===== config.mk =====
export PLATFORM = sky130hd
export DESIGN_NAME = text_readability_counter_flat
export DESIGN_NICKNAME = d
export VERILOG_FILES = /design/src/rtl/trc_pkg.sv /design/src/rtl/trc_if.sv /design/src/rtl/text_readability_counter.sv /design/src/rtl/trc_controller.sv /design/src/rtl/trc_datapath.sv /design/src/flat_wrapper.sv
export SDC_FILE = /design/constraint.sdc
export NUM_CORES = 2
export LEC_CHECK = 0
export ABC_AREA = 1
export BUFFER_PORTS_ARGS = -buffer_cell sky130_fd_sc_hd__buf_2
export CAP_MARGIN = 20
export CORE_ASPECT_RATIO = 0.8
export CORE_UTILIZATION = 55
export DETAILED_ROUTE_END_ITERATION = 7
export PLACE_DENSITY_LB_ADDON = 0.15
export SYNTH_ARGS = -nofsm -noshare
export SYNTH_HDL_FRONTEND = slang
export SYNTH_SLANG_ARGS = --single-unit

===== constraint.sdc =====
create_clock -name clk_i -period 5.9 [get_ports clk_i]
set_input_delay 1.475 -clock clk_i [delete_from_list [all_inputs] [get_ports clk_i]]
set_output_delay 1.475 -clock clk_i [all_outputs]
set_load 0.02 [all_outputs]

===== src/rtl/trc_pkg.sv =====
`default_nettype none

package trc_pkg;

  // character codes
  localparam logic [7:0] CHAR_SPACE    = 8'h20;
  localparam logic [7:0] CHAR_PERIOD   = 8'h2E;
  localparam logic [7:0] CHAR_SEMI     = 8'h3B;
  localparam logic [7:0] CHAR_EXCLAIM  = 8'h21;
  localparam logic [7:0] CHAR_QUESTION = 8'h3F;

  // token length saturates here, meaning "longer than three"
  localparam logic [2:0] TOKEN_LONG  = 3'd4;
  localparam logic [2:0] TOKEN_SHORT = 3'd3;

  // score constants, scaled by 256 and by 1000 for rounding
  localparam logic [17:0] T1_W_SCALE = 18'd259840;   // 1.015 * 256 * 1000
  localparam logic [24:0] T2_Y_SCALE = 25'd21657600; // 84.6 * 256 * 1000
  localparam logic [8:0]  ROUND_HALF = 9'd500;
  localparam logic [9:0]  DEN_SCALE  = 10'd1000;

  localparam int unsigned SCORE_W   = 24;
  localparam int unsigned SCORE_CALC_W = 27;
  localparam logic signed [SCORE_CALC_W-1:0] SCORE_BASE = 27'sd52950;
  localparam logic signed [SCORE_CALC_W-1:0] SCORE_MAX  = 27'sd8388607;
  localparam logic signed [SCORE_CALC_W-1:0] SCORE_MIN  = -27'sd8388608;

  localparam int unsigned TOTAL_W = 16;

  typedef enum logic [5:0] {
    ST_COUNT  = 6'b000001,
    ST_LOAD1  = 6'b000010,
    ST_DIV1   = 6'b000100,
    ST_LOAD2  = 6'b001000,
    ST_DIV2   = 6'b010000,
    ST_FINISH = 6'b100000
  } trc_state_e;

  typedef struct packed {
    logic count;       // ordinary byte accepted
    logic close_text;  // final byte accepted: snapshot and clear
    logic load_t1;     // load divider for the words-per-sentence term
    logic load_t2;     // keep first quotient, load syllables-per-word term
    logic div_step;    // one quotient bit
    logic publish;     // write the output register
  } trc_cmd_t;

  typedef struct packed {
    logic div_last;    // final quotient bit in this cycle
    logic out_free;    // output register can take a result
  } trc_status_t;

  function automatic logic is_vowel(input logic [7:0] c);
    return (c == "a") || (c == "e") || (c == "i") || (c == "o") || (c == "u") ||
           (c == "A") || (c == "E") || (c == "I") || (c == "O") || (c == "U");
  endfunction

  function automatic logic is_mark(input logic [7:0] c);
    return (c == CHAR_PERIOD) || (c == CHAR_SEMI) ||
           (c == CHAR_EXCLAIM) || (c == CHAR_QUESTION);
  endfunction

endpackage

`default_nettype wire


===== src/rtl/trc_if.sv =====
`default_nettype none

// byte request channel
interface trc_byte_if;
  logic       valid;
  logic       ready;
  logic [7:0] text_byte;
  logic       last_byte;

  modport source (output valid, output text_byte, output last_byte, input ready);
  modport sink   (input valid, input text_byte, input last_byte, output ready);
endinterface

// result request channel
interface trc_result_if;
  logic               valid;
  logic               ready;
  logic [15:0]        char_total;
  logic [15:0]        word_total;
  logic [15:0]        sentence_total;
  logic [15:0]        syllable_total;
  logic signed [23:0] reading_score;
  logic               no_sentence_error;

  modport source (output valid, output char_total, output word_total,
                  output sentence_total, output syllable_total,
                  output reading_score, output no_sentence_error, input ready);
  modport sink   (input valid, input char_total, input word_total,
                  input sentence_total, input syllable_total,
                  input reading_score, input no_sentence_error, output ready);
endinterface

`default_nettype wire


===== src/rtl/text_readability_counter.sv =====
// sequence: after the final byte of a text the controller runs the two divisions
//   and then writes the result into the output register once that register is free
// throughput: one byte per cycle; after a final byte no byte is taken until the
//   two divisions of the bit-serial divider are done and the output register is free
// reset: asynchronous active low, clears counters, state and the result valid
`default_nettype none

module text_readability_counter #(
  parameter int unsigned COUNT_BITS = 16  // counter width, 8 to 32
) (
  input  wire logic     clk_i,
  input  wire logic     rst_ni,
  trc_byte_if.sink      byte_i,
  trc_result_if.source  result_o
);
  import trc_pkg::*;

  // command and status between controller and datapath
  trc_cmd_t    cmd;
  trc_status_t status;

  // controller: counts bytes in its idle state, then sequences the two
  // divisions (words per sentence, syllables per word) and the result write
  trc_controller u_controller (
    .clk_i      (clk_i),
    .rst_ni     (rst_ni),
    .in_valid_i (byte_i.valid),
    .in_last_i  (byte_i.last_byte),
    .in_ready_o (byte_i.ready),
    .status_i   (status),
    .cmd_o      (cmd)
  );

  // datapath: saturating counters, token scoring, snapshot of one text,
  // shared restoring divider and the output register that decouples the
  // result request from the next text
  trc_datapath #(
    .COUNT_BITS (COUNT_BITS)
  ) u_datapath (
    .clk_i               (clk_i),
    .rst_ni              (rst_ni),
    .cmd_i               (cmd),
    .status_o            (status),
    .text_byte_i         (byte_i.text_byte),
    .out_valid_o         (result_o.valid),
    .out_ready_i         (result_o.ready),
    .char_total_o        (result_o.char_total),
    .word_total_o        (result_o.word_total),
    .sentence_total_o    (result_o.sentence_total),
    .syllable_total_o    (result_o.syllable_total),
    .reading_score_o     (result_o.reading_score),
    .no_sentence_error_o (result_o.no_sentence_error)
  );

endmodule

`default_nettype wire


===== src/rtl/trc_controller.sv =====
`default_nettype none

module trc_controller (
  input  logic                  clk_i,
  input  logic                  rst_ni,
  input  logic                  in_valid_i,
  input  logic                  in_last_i,
  output logic                  in_ready_o,
  input  trc_pkg::trc_status_t  status_i,
  output trc_pkg::trc_cmd_t     cmd_o
);
  import trc_pkg::*;

  trc_state_e state_q, state_d;

  always_comb begin
    state_d    = state_q;
    cmd_o      = '0;
    in_ready_o = 1'b0;
    unique case (state_q)
      ST_COUNT: begin
        in_ready_o = 1'b1;
        if (in_valid_i) begin
          if (in_last_i) begin
            cmd_o.close_text = 1'b1;
            state_d          = ST_LOAD1;
          end else begin
            cmd_o.count = 1'b1;
          end
        end
      end
      ST_LOAD1: begin
        cmd_o.load_t1 = 1'b1;
        state_d       = ST_DIV1;
      end
      ST_DIV1: begin
        cmd_o.div_step = 1'b1;
        if (status_i.div_last) state_d = ST_LOAD2;
      end
      ST_LOAD2: begin
        cmd_o.load_t2 = 1'b1;
        state_d       = ST_DIV2;
      end
      ST_DIV2: begin
        cmd_o.div_step = 1'b1;
        if (status_i.div_last) state_d = ST_FINISH;
      end
      ST_FINISH: begin
        if (status_i.out_free) begin
          cmd_o.publish = 1'b1;
          state_d       = ST_COUNT;
        end
      end
      default: state_d = ST_COUNT;
    endcase
  end

  always_ff @(posedge clk_i or negedge rst_ni) begin
    if (!rst_ni) begin
      state_q <= ST_COUNT;
    end else begin
      state_q <= state_d;
    end
  end

endmodule

`default_nettype wire


===== src/rtl/trc_datapath.sv =====
`default_nettype none

module trc_datapath #(
  parameter int unsigned COUNT_BITS = 16
) (
  input  logic                 clk_i,
  input  logic                 rst_ni,
  input  trc_pkg::trc_cmd_t    cmd_i,
  output trc_pkg::trc_status_t status_o,
  input  logic [7:0]           text_byte_i,
  output logic                 out_valid_o,
  input  logic                 out_ready_i,
  output logic [15:0]          char_total_o,
  output logic [15:0]          word_total_o,
  output logic [15:0]          sentence_total_o,
  output logic [15:0]          syllable_total_o,
  output logic signed [23:0]   reading_score_o,
  output logic                 no_sentence_error_o
);
  import trc_pkg::*;

  localparam int unsigned NumW = COUNT_BITS + 25;
  localparam int unsigned DenW = COUNT_BITS + 10;
  localparam int unsigned CntW = $clog2(NumW + 1);
  localparam int unsigned CB   = COUNT_BITS;

  function automatic logic [CB-1:0] sat_inc(input logic [CB-1:0] a,
                                            input logic [CB-1:0] b);
    logic [CB:0] s;
    s = {1'b0, a} + {1'b0, b};
    return s[CB] ? {CB{1'b1}} : s[CB-1:0];
  endfunction

  function automatic logic [SCORE_W-1:0] sat_quot(input logic [NumW-1:0] q);
    return (|q[NumW-1:SCORE_W]) ? {SCORE_W{1'b1}} : q[SCORE_W-1:0];
  endfunction

  // running counters
  logic [CB-1:0] byte_q, space_q, mark_q, syl_q, vow_q;
  logic [2:0]    tlen_q;

  // per-text snapshot
  logic [CB-1:0] c_q, w_q, s_q, y_q;

  // divider
  logic [NumW-1:0]    num_q;
  logic [DenW-1:0]    den_q, rem_q;
  logic [CntW-1:0]    cnt_q;
  logic [SCORE_W-1:0] t1_q;

  // output register
  logic                      out_valid_q;
  logic [15:0]               char_q, word_q, sent_q, syll_q;
  logic signed [SCORE_W-1:0] score_q;
  logic                      err_q;

  logic          is_space, vowel, mark, close_now;
  logic [CB-1:0] byte_n, space_n, mark_n, vow_ext, close_vow, syl_add, syl_n, word_n;
  logic [2:0]    tlen_ext, close_len;

  logic [DenW:0]   rem_sh;
  logic            rem_ge;
  logic [DenW-1:0] rem_next;

  logic [SCORE_W-1:0]             t2_sat;
  logic signed [SCORE_CALC_W-1:0] diff, diff_clamped;

  always_comb begin
    is_space = (text_byte_i == CHAR_SPACE);
    vowel    = is_vowel(text_byte_i);
    mark     = is_mark(text_byte_i);

    byte_n   = sat_inc(byte_q, CB'(1));
    space_n  = is_space ? sat_inc(space_q, CB'(1)) : space_q;
    mark_n   = (!is_space && mark) ? sat_inc(mark_q, CB'(1)) : mark_q;
    tlen_ext = (tlen_q < TOKEN_LONG) ? tlen_q + 3'd1 : tlen_q;
    vow_ext  = vowel ? sat_inc(vow_q, CB'(1)) : vow_q;

    // a space closes the open token, the final byte closes the extended one
    close_now = is_space || cmd_i.close_text;
    close_len = is_space ? tlen_q : tlen_ext;
    close_vow = is_space ? vow_q : vow_ext;
    if (close_len == 3'd0) begin
      syl_add = '0;
    end else if (close_len <= TOKEN_SHORT) begin
      syl_add = CB'(1);
    end else begin
      syl_add = close_vow;
    end
    syl_n  = close_now ? sat_inc(syl_q, syl_add) : syl_q;
    word_n = sat_inc(space_n, CB'(1));
  end

  // restoring division, one quotient bit per cycle
  always_comb begin
    rem_sh   = {rem_q, num_q[NumW-1]};
    rem_ge   = rem_sh >= {1'b0, den_q};
    rem_next = rem_ge ? DenW'(rem_sh - {1'b0, den_q}) : rem_sh[DenW-1:0];
  end

  always_comb begin
    t2_sat = sat_quot(num_q);
    diff   = SCORE_BASE - $signed({3'b000, t1_q}) - $signed({3'b000, t2_sat});
    priority if (diff > SCORE_MAX) begin
      diff_clamped = SCORE_MAX;
    end else if (diff < SCORE_MIN) begin
      diff_clamped = SCORE_MIN;
    end else begin
      diff_clamped = diff;
    end
  end

  always_ff @(posedge clk_i or negedge rst_ni) begin
    if (!rst_ni) begin
      byte_q  <= '0;
      space_q <= '0;
      mark_q  <= '0;
      syl_q   <= '0;
      vow_q   <= '0;
      tlen_q  <= '0;
    end else if (cmd_i.close_text) begin
      byte_q  <= '0;
      space_q <= '0;
      mark_q  <= '0;
      syl_q   <= '0;
      vow_q   <= '0;
      tlen_q  <= '0;
    end else if (cmd_i.count) begin
      byte_q  <= byte_n;
      space_q <= space_n;
      mark_q  <= mark_n;
      syl_q   <= syl_n;
      vow_q   <= is_space ? '0 : vow_ext;
      tlen_q  <= is_space ? 3'd0 : tlen_ext;
    end
  end

  always_ff @(posedge clk_i) begin
    if (cmd_i.close_text) begin
      c_q <= byte_n;
      w_q <= word_n;
      s_q <= mark_n;
      y_q <= syl_n;
    end
  end

  always_ff @(posedge clk_i or negedge rst_ni) begin
    if (!rst_ni) begin
      cnt_q <= '0;
    end else if (cmd_i.load_t1 || cmd_i.load_t2) begin
      cnt_q <= CntW'(NumW);
    end else if (cmd_i.div_step) begin
      cnt_q <= cnt_q - CntW'(1);
    end
  end

  always_ff @(posedge clk_i) begin
    if (cmd_i.load_t1) begin
      num_q <= NumW'(T1_W_SCALE) * NumW'(w_q) + NumW'(ROUND_HALF) * NumW'(s_q);
      den_q <= DenW'(DEN_SCALE) * DenW'(s_q);
      rem_q <= '0;
    end else if (cmd_i.load_t2) begin
      t1_q  <= sat_quot(num_q);
      num_q <= NumW'(T2_Y_SCALE) * NumW'(y_q) + NumW'(ROUND_HALF) * NumW'(w_q);
      den_q <= DenW'(DEN_SCALE) * DenW'(w_q);
      rem_q <= '0;
    end else if (cmd_i.div_step) begin
      num_q <= {num_q[NumW-2:0], rem_ge};
      rem_q <= rem_next;
    end
  end

  always_ff @(posedge clk_i or negedge rst_ni) begin
    if (!rst_ni) begin
      out_valid_q <= 1'b0;
    end else if (cmd_i.publish) begin
      out_valid_q <= 1'b1;
    end else if (out_ready_i) begin
      out_valid_q <= 1'b0;
    end
  end

  always_ff @(posedge clk_i) begin
    if (cmd_i.publish) begin
      char_q  <= TOTAL_W'(c_q);
      word_q  <= TOTAL_W'(w_q);
      sent_q  <= TOTAL_W'(s_q);
      syll_q  <= TOTAL_W'(y_q);
      err_q   <= (s_q == '0);
      score_q <= (s_q == '0) ? '0 : diff_clamped[SCORE_W-1:0];
    end
  end

  assign status_o.div_last = (cnt_q == CntW'(1));
  assign status_o.out_free = !out_valid_q || out_ready_i;

  assign out_valid_o         = out_valid_q;
  assign char_total_o        = char_q;
  assign word_total_o        = word_q;
  assign sentence_total_o    = sent_q;
  assign syllable_total_o    = syll_q;
  assign reading_score_o     = score_q;
  assign no_sentence_error_o = err_q;

endmodule

`default_nettype wire


===== src/flat_wrapper.sv =====
// flat-port wrapper written by rule: the top's interface ports become plain ports
module text_readability_counter_flat import trc_pkg::*;
#(
  parameter int unsigned COUNT_BITS = 16                           
)
  (clk_i, rst_ni, byte_i_valid, byte_i_text_byte, byte_i_last_byte, byte_i_ready, result_o_valid, result_o_char_total, result_o_word_total, result_o_sentence_total, result_o_syllable_total, result_o_reading_score, result_o_no_sentence_error, result_o_ready);
  trc_byte_if byte_i_i ();
  trc_result_if result_o_i ();
  input  wire logic clk_i;
  input  wire logic rst_ni;
  input wire logic [$bits(byte_i_i.valid)-1:0] byte_i_valid;
  input wire logic [$bits(byte_i_i.text_byte)-1:0] byte_i_text_byte;
  input wire logic [$bits(byte_i_i.last_byte)-1:0] byte_i_last_byte;
  output wire logic [$bits(byte_i_i.ready)-1:0] byte_i_ready;
  output wire logic [$bits(result_o_i.valid)-1:0] result_o_valid;
  output wire logic [$bits(result_o_i.char_total)-1:0] result_o_char_total;
  output wire logic [$bits(result_o_i.word_total)-1:0] result_o_word_total;
  output wire logic [$bits(result_o_i.sentence_total)-1:0] result_o_sentence_total;
  output wire logic [$bits(result_o_i.syllable_total)-1:0] result_o_syllable_total;
  output wire logic [$bits(result_o_i.reading_score)-1:0] result_o_reading_score;
  output wire logic [$bits(result_o_i.no_sentence_error)-1:0] result_o_no_sentence_error;
  input wire logic [$bits(result_o_i.ready)-1:0] result_o_ready;
  assign byte_i_i.valid = byte_i_valid;
  assign byte_i_i.text_byte = byte_i_text_byte;
  assign byte_i_i.last_byte = byte_i_last_byte;
  assign byte_i_ready = byte_i_i.ready;
  assign result_o_valid = result_o_i.valid;
  assign result_o_char_total = result_o_i.char_total;
  assign result_o_word_total = result_o_i.word_total;
  assign result_o_sentence_total = result_o_i.sentence_total;
  assign result_o_syllable_total = result_o_i.syllable_total;
  assign result_o_reading_score = result_o_i.reading_score;
  assign result_o_no_sentence_error = result_o_i.no_sentence_error;
  assign result_o_i.ready = result_o_ready;
  text_readability_counter #(.COUNT_BITS(COUNT_BITS)) u_core (.clk_i(clk_i), .rst_ni(rst_ni), .byte_i(byte_i_i), .result_o(result_o_i));
endmodule

-- Word level (Yosys, flattened, before mapping)
Cells that the tools add are included.
- add/subtract/negate cells: 13
- $mul: 6
- $lt $le $gt $ge: 5
- equality and inequality tests: 27
- multiplexer cells: 57
- bitwise logic cells: 1
- reductions and logical operators: 31
- operators with widths (operator ; number):
    $mux 16 ; 23
    $mux 41 ; 3
    $mul 7x16->23 const A ; 4
    $add 16x1->17 const B ; 5
    $eq 8x7->1 const B ; 10
    $mux 26 ; 3
    $mux 24 ; 2
    $mux 6 ; 7
    $add 41x25->41 ; 1
    $eq 8x6->1 const B ; 5
    $pmux 6 s6 ; 1
    $add 34x25->35 ; 1
    $mul 14x16->30 const A ; 1
    $ge 27x26->1 ; 1
    $gt 26x24->1 const B ; 1
    $lt 26x24->1 const B ; 1
    $mul 10x16->26 const A ; 1
    $sub 25x25->26 ; 1
    $sub 26x26->26 ; 1
    $sub 16x24->25 const A ; 1
    $mux 23 ; 1
    $add 16x16->17 ; 1
    $reduce_or 17->1 ; 1
    $logic_not 16->1 ; 1
    25 further kinds ; 63
- register bits: 363
- output and inout port bits: 91
- logic and storage cells: 164

-- Depth between registers and ports, before layout
- depth in word-level cells: 19
- gate-level depth with buffers: 34
- gate-level depth less buffers: 34

-- Hierarchy
From an unflattened synthesis, not the netlist that was laid out.
- cell total of the unflattened synthesis: 4552
- area, all modules: 36234.8 um2
- by module, submodules not included (module ; instances ; cells an instance ; area an instance (um2) ; sequential area each (um2)):
    trc_datapath ; 1 ; 4497 ; 35828.1 ; 10009.6
    trc_controller ; 1 ; 55 ; 406.6 ; 151.4

-- Worst setup path after synthesis
Ideal clock, no wire load.
- path kind: register to register
- from: register u_core.u_datapath.w_q[3]
- to: register u_core.u_datapath.num_q[31], data pin
- library setup time: 0.260 ns
- arrival time: 5.747 ns
- path slack: -0.107 ns
- stages on the path, launching flop included: 26
- path buffers: 0
- path through: edfxtp_1 > inv_1 > fa_1 > inv_1 > fa_1 > fa_1 > fa_1 > inv_1 > fa_1 > inv_1 > ha_1 > a21oi_1 > inv_1 > nor2_1 > nand2_1 > a21oi_1 > xnor2_1 > ha_1 > nand2_1 > nor2_1 > nand2_1 > o311a_1 > nor3_1 > xor2_1 > nand2_1 > nand3_1
- cells in the longest elaborated chain, start to end: 4
- elaborated cells between the ends (all ways): 6
- ends and longest elaborated chain (item ; RTL line ; RTL):
    from (decl) ; trc_datapath.sv:43 ; logic [CB-1:0] c_q, w_q, s_q, y_q;
    from (signal assigned) ; trc_datapath.sv:141 ; w_q <= word_n;
    $mul 7x16->23 ; trc_datapath.sv:164 ; num_q <= NumW'(T2_Y_SCALE) * NumW'(y_q) + NumW'(ROUND_HALF) * NumW'(w_q);
    $add 41x25->41 ; trc_datapath.sv:164 ;
    $mux 41 ; trc_datapath.sv:162 ; end else if (cmd_i.load_t2) begin
    $mux 41 (*) ; trc_datapath.sv:158 ; if (cmd_i.load_t1) begin
    to (signal assigned) ; trc_datapath.sv:159 ; num_q <= NumW'(T1_W_SCALE) * NumW'(w_q) + NumW'(ROUND_HALF) * NumW'(s_q);
    to (signal assigned) ; trc_datapath.sv:164 ;
    to (signal assigned) ; trc_datapath.sv:168 ; num_q <= {num_q[NumW-2:0], rem_ge};
    to (decl) ; trc_datapath.sv:46 ; logic [NumW-1:0] num_q;
Every way passes the cells marked *; elsewhere a longest branch is shown, timed or not.
A chain may end at the register's enable or synchronous reset.

-- Worst setup path after layout
- from: register u_core.u_datapath.w_q[9]
- to: register u_core.u_datapath.num_q[33], data pin
The elaborated chain is that of the path after synthesis.

==> results.json <==
{
  "cts_buffers": 40,
  "rsz0062_at_grt": "yes",
  "clockBufferDepth": 3,
  "fin_ws_ns": -0.0791,
  "insertion_delay_ns": 0.58,
  "diodes": 0,
  "die-area_um2": 66400,
  "grt_antenna_before_repair": 1,
  "critPathArrivalTime_ns": 6.31,
  "cts_sinks": 363,
  "ios": 104,
  "final_layout_size_suffix_gt1_frac": 0.241,
  "gr-max-usage-layer": "met1",
  "avgViaCountPerCell": 5.31,
  "ys_seq_elements": 363,
  "seq_area_frac_synth": 0.283,
  "fin_nets": 5654,
  "dp_hpwl_um": 76300,
  "fmax_mhz": 167,
  "r2r-end": "u_core.u_datapath.num_q[33]",
  "final_hold_viol_count": 0,
  "dr.first_iter.drc_count": 2452,
  "syn-cell-area_um2": 35900,
  "period_minus_slack_ns": 5.98,
  "synthToLayoutAreaGrowth_pct": 24.8,
  "die_h_um": 231,
  "synth_warnings": 0,
  "gp_congestion": 0.943,
  "clockRootBuffer": "clkbuf_16",
  "cp.required_ns": 6.23,
  "cp-end-kind": "register",
  "status": "finished with violations",
  "critical_path_class": "reg -> reg",
  "grt_pass1_wl_um": 152000,
  "vias": 31300,
  "synth_edf_count": 241,
  "initial_core_util": 0.558,
  "core_area_um2": 64400,
  "r2r_start": "u_core.u_datapath.w_q[9]",
  "fin_area_um2": 44900,
  "synth_flop_cell": "edfxtp_1",
  "avgSynthCellArea_um2": 8.10,
  "skew_ns": 0.0165,
  "grt_overflow": 0,
  "htree_levels": 2,
  "worstPathMaxFanout": 5,
  "grt_use_met3": 0.0356,
  "first_pass_iters": 7,
  "grtUsageMet2": 0.430,
  "r2r_slack_ns": -0.08,
  "final_max_slew_viol_count": 0,
  "first_global_vias": 28900,
  "mappedNetlistNets": 5084,
  "met1_usage": 0.446,
  "critPathLaunchType": "register",
  "setup_viol": 8,
  "async_flop_share": 0.264,
  "row_count": 83,
  "wire_per_inst_um": 16.7,
  "finalCritPeriodShare": 1.01,
  "tightest_slew_ns": 1.07,
  "holdBufCountCts": 0,
  "ant_nets": 0,
  "clkTransAtPathRegs_ns": 0.06,
  "port_buffers": 103,
  "instances_no_fill": 5890,
  "synthDistinctLibCells": 69,
  "worstHoldPathType": "reg -> reg",
  "placedCellCount": 5717,
  "slew_headroom": 0.286,
  "cts_tree": "done",
  "startpoint": "u_core.u_datapath.w_q[9]",
  "r2r_cells": 26,
  "cap_viol_max_count": 0,
  "die_w_um": 288,
  "remaining_drc_errors": 2,
  "routed_wl_um": 98600,
  "dpl_cell_area_um2": 40200,
  "crit_end": "u_core.u_datapath.num_q[33]",
  "grt_usage": 0.288,
  "violations": "design-rule violations, negative setup slack",
  "grt_max_degree": 65,
  "syn_inst": 4438
}
-- metrics by stage --
| step | setup TNS [ns] | utilization | setup WS, ns | hold WS [ns] |
|---|---|---|---|---|
| 2_1_floorplan | 0 | - | 0.0231 | 0.400 |
| 5_1_grt | -4.19 | 0.697 | -0.344 | 0.431 |
| 3_3_place_gp | -1.92 | 0.624 | -0.200 | 0.403 |
| 3_5_place_dp | -4.07 | 0.624 | -0.342 | 0.405 |
| 4_1_cts | -0.00441 | 0.658 | -0.00441 | 0.420 |
| 6_report | -0.375 | 0.697 | -0.0791 | 0.423 |
-- cell type report --
class	count	area, µm²
sequential	363	10200
fill	5049	19500
clock inverter	17	206
inverter	953	3590
tap	850	1060
multi-input combinational	3068	24500
timing repair buffer	582	4220
clock buffer	57	1170
-- kinds of logic (layout without fill, tap and decap cells) --
logic type / Yosys count / count (layout) / synth area share
buffers and inverters: 1007 / 1609 / 0.107
XOR/XNOR: 163 / 163 / 0.0404
AND/OR/NAND/NOR: 1616 / 1616 / 0.195
flip-flops: 363 / 363 / 0.283
adder cells (fa/ha/maj): 633 / 633 / 0.272
AO/OA/AOI/OAI: 656 / 656 / 0.103
-- layer usage --
layer | vias up | routed length [µm]
met5 | - | 0
met4 | 0 | 1860
met3 | 114 | 6000
met2 | 904 | 42600
met1 | 14800 | 48100
li1 | 15500 | -
-- worst min path at each step --
stage	startpoint	to	slack (ns)	cells past startpoint
after floorplan	u_core.u_datapath.c_q[0]	u_core.u_datapath.char_total_o[0]	0.40	0
after global placement	u_core.u_datapath.c_q[5]	u_core.u_datapath.char_total_o[5]	0.40	0
after detailed placement	u_core.u_datapath.c_q[0]	u_core.u_datapath.char_total_o[0]	0.41	0
after CTS	u_core.u_datapath.c_q[13]	u_core.u_datapath.char_total_o[13]	0.42	0
after global routing	u_core.u_datapath.c_q[13]	u_core.u_datapath.char_total_o[13]	0.43	0
final	u_core.u_datapath.c_q[15]	u_core.u_datapath.char_total_o[15]	0.42	0
-- timing repair --
| item | 4_1_cts | 5_1_grt |
|---|---|---|
| pin swaps | 67 | 207 |
| gates resized for setup | 135 | 485 |
| setup buffers | 25 | 76 |
| endpoints found under the setup margin | 21 | 24 |
| cloned | 0 | 0 |
-- registers in the layout (all words and copies together), names as in the netlist, 23 cells and up --
signal and flops:
u_core.u_datapath.reading_score_o 24, u_core.u_datapath.den_q 23, u_core.u_datapath.rem_q 26, u_core.u_datapath.num_q 41, u_core.u_datapath.t1_q 24
-- worst max-delay path: stages, from the launching register on --
cell and delay [ns]:
edfxtp_1 0.45, buf_6 0.16, fa_1 0.55, inv_2 0.07, fa_1 0.55, inv_2 0.04, fa_1 0.47, fa_1 0.51
inv_2 0.04, fa_1 0.49, inv_2 0.05, ha_4 0.25, a21o_1 0.18, nand2_1 0.06, nand2_1 0.07, o21bai_4 0.17
a21oi_2 0.14, xnor2_2 0.13, ha_4 0.34, nand2_4 0.07, nor2_4 0.13, nand2_2 0.07, o311a_4 0.37, nor2_4 0.14
nand3_2 0.09, nand3_2 0.07, nand3_1 0.07
-- cell usage in the layout (no fill, tap or decap), types with 95 or more instances in the layout --
master	instances
nand3_1	200
o21ai_0	174
a21oi_1	177
edfxtp_1	241
dfrtp_1	95
buf_2	102
nand2_1	768
fa_1	238
nor2_1	230
ha_1	314
inv_1	854
buf_4	452
-- cells in the mapped netlist, types with 5 or more instances --
cell | instances | area share
nor3_1 | 63 | 0.0088
o31ai_1 | 5 | 0.0010
nand4_1 | 56 | 0.0097
a31oi_1 | 26 | 0.0045
a21boi_0 | 5 | 0.0010
nand2_2 | 9 | 0.0016
o211ai_1 | 19 | 0.0040
nand3b_1 | 16 | 0.0033
dfxtp_1 | 26 | 0.014
fa_1 | 246 | 0.14
ha_1 | 387 | 0.13
o21ai_1 | 34 | 0.0047
o21bai_1 | 16 | 0.0033
nor3_2 | 15 | 0.0042
xnor2_1 | 59 | 0.014
a21o_1 | 18 | 0.0038
a21oi_2 | 6 | 0.0015
dfrtp_1 | 95 | 0.066
xor2_1 | 101 | 0.025
nor2_1 | 292 | 0.030
edfxtp_1 | 241 | 0.20
o21ai_0 | 199 | 0.028
o21a_1 | 9 | 0.0019
nor4_1 | 10 | 0.0017
nor2_4 | 5 | 0.0016
o22ai_1 | 40 | 0.0070
buf_2 | 11 | 0.0015
a22oi_1 | 5 | 0.0010
nor2_2 | 7 | 0.0012
nand3_1 | 233 | 0.032
inv_2 | 13 | 0.0014
or2_2 | 12 | 0.0021
nand2_1 | 876 | 0.091
clkbuf_1 | 37 | 0.0039
a21oi_1 | 237 | 0.033
inv_1 | 936 | 0.098
o32ai_1 | 9 | 0.0022
Power is not shown: default switching activity piles up to over one toggle a cycle in this logic, so the estimate is an artifact.
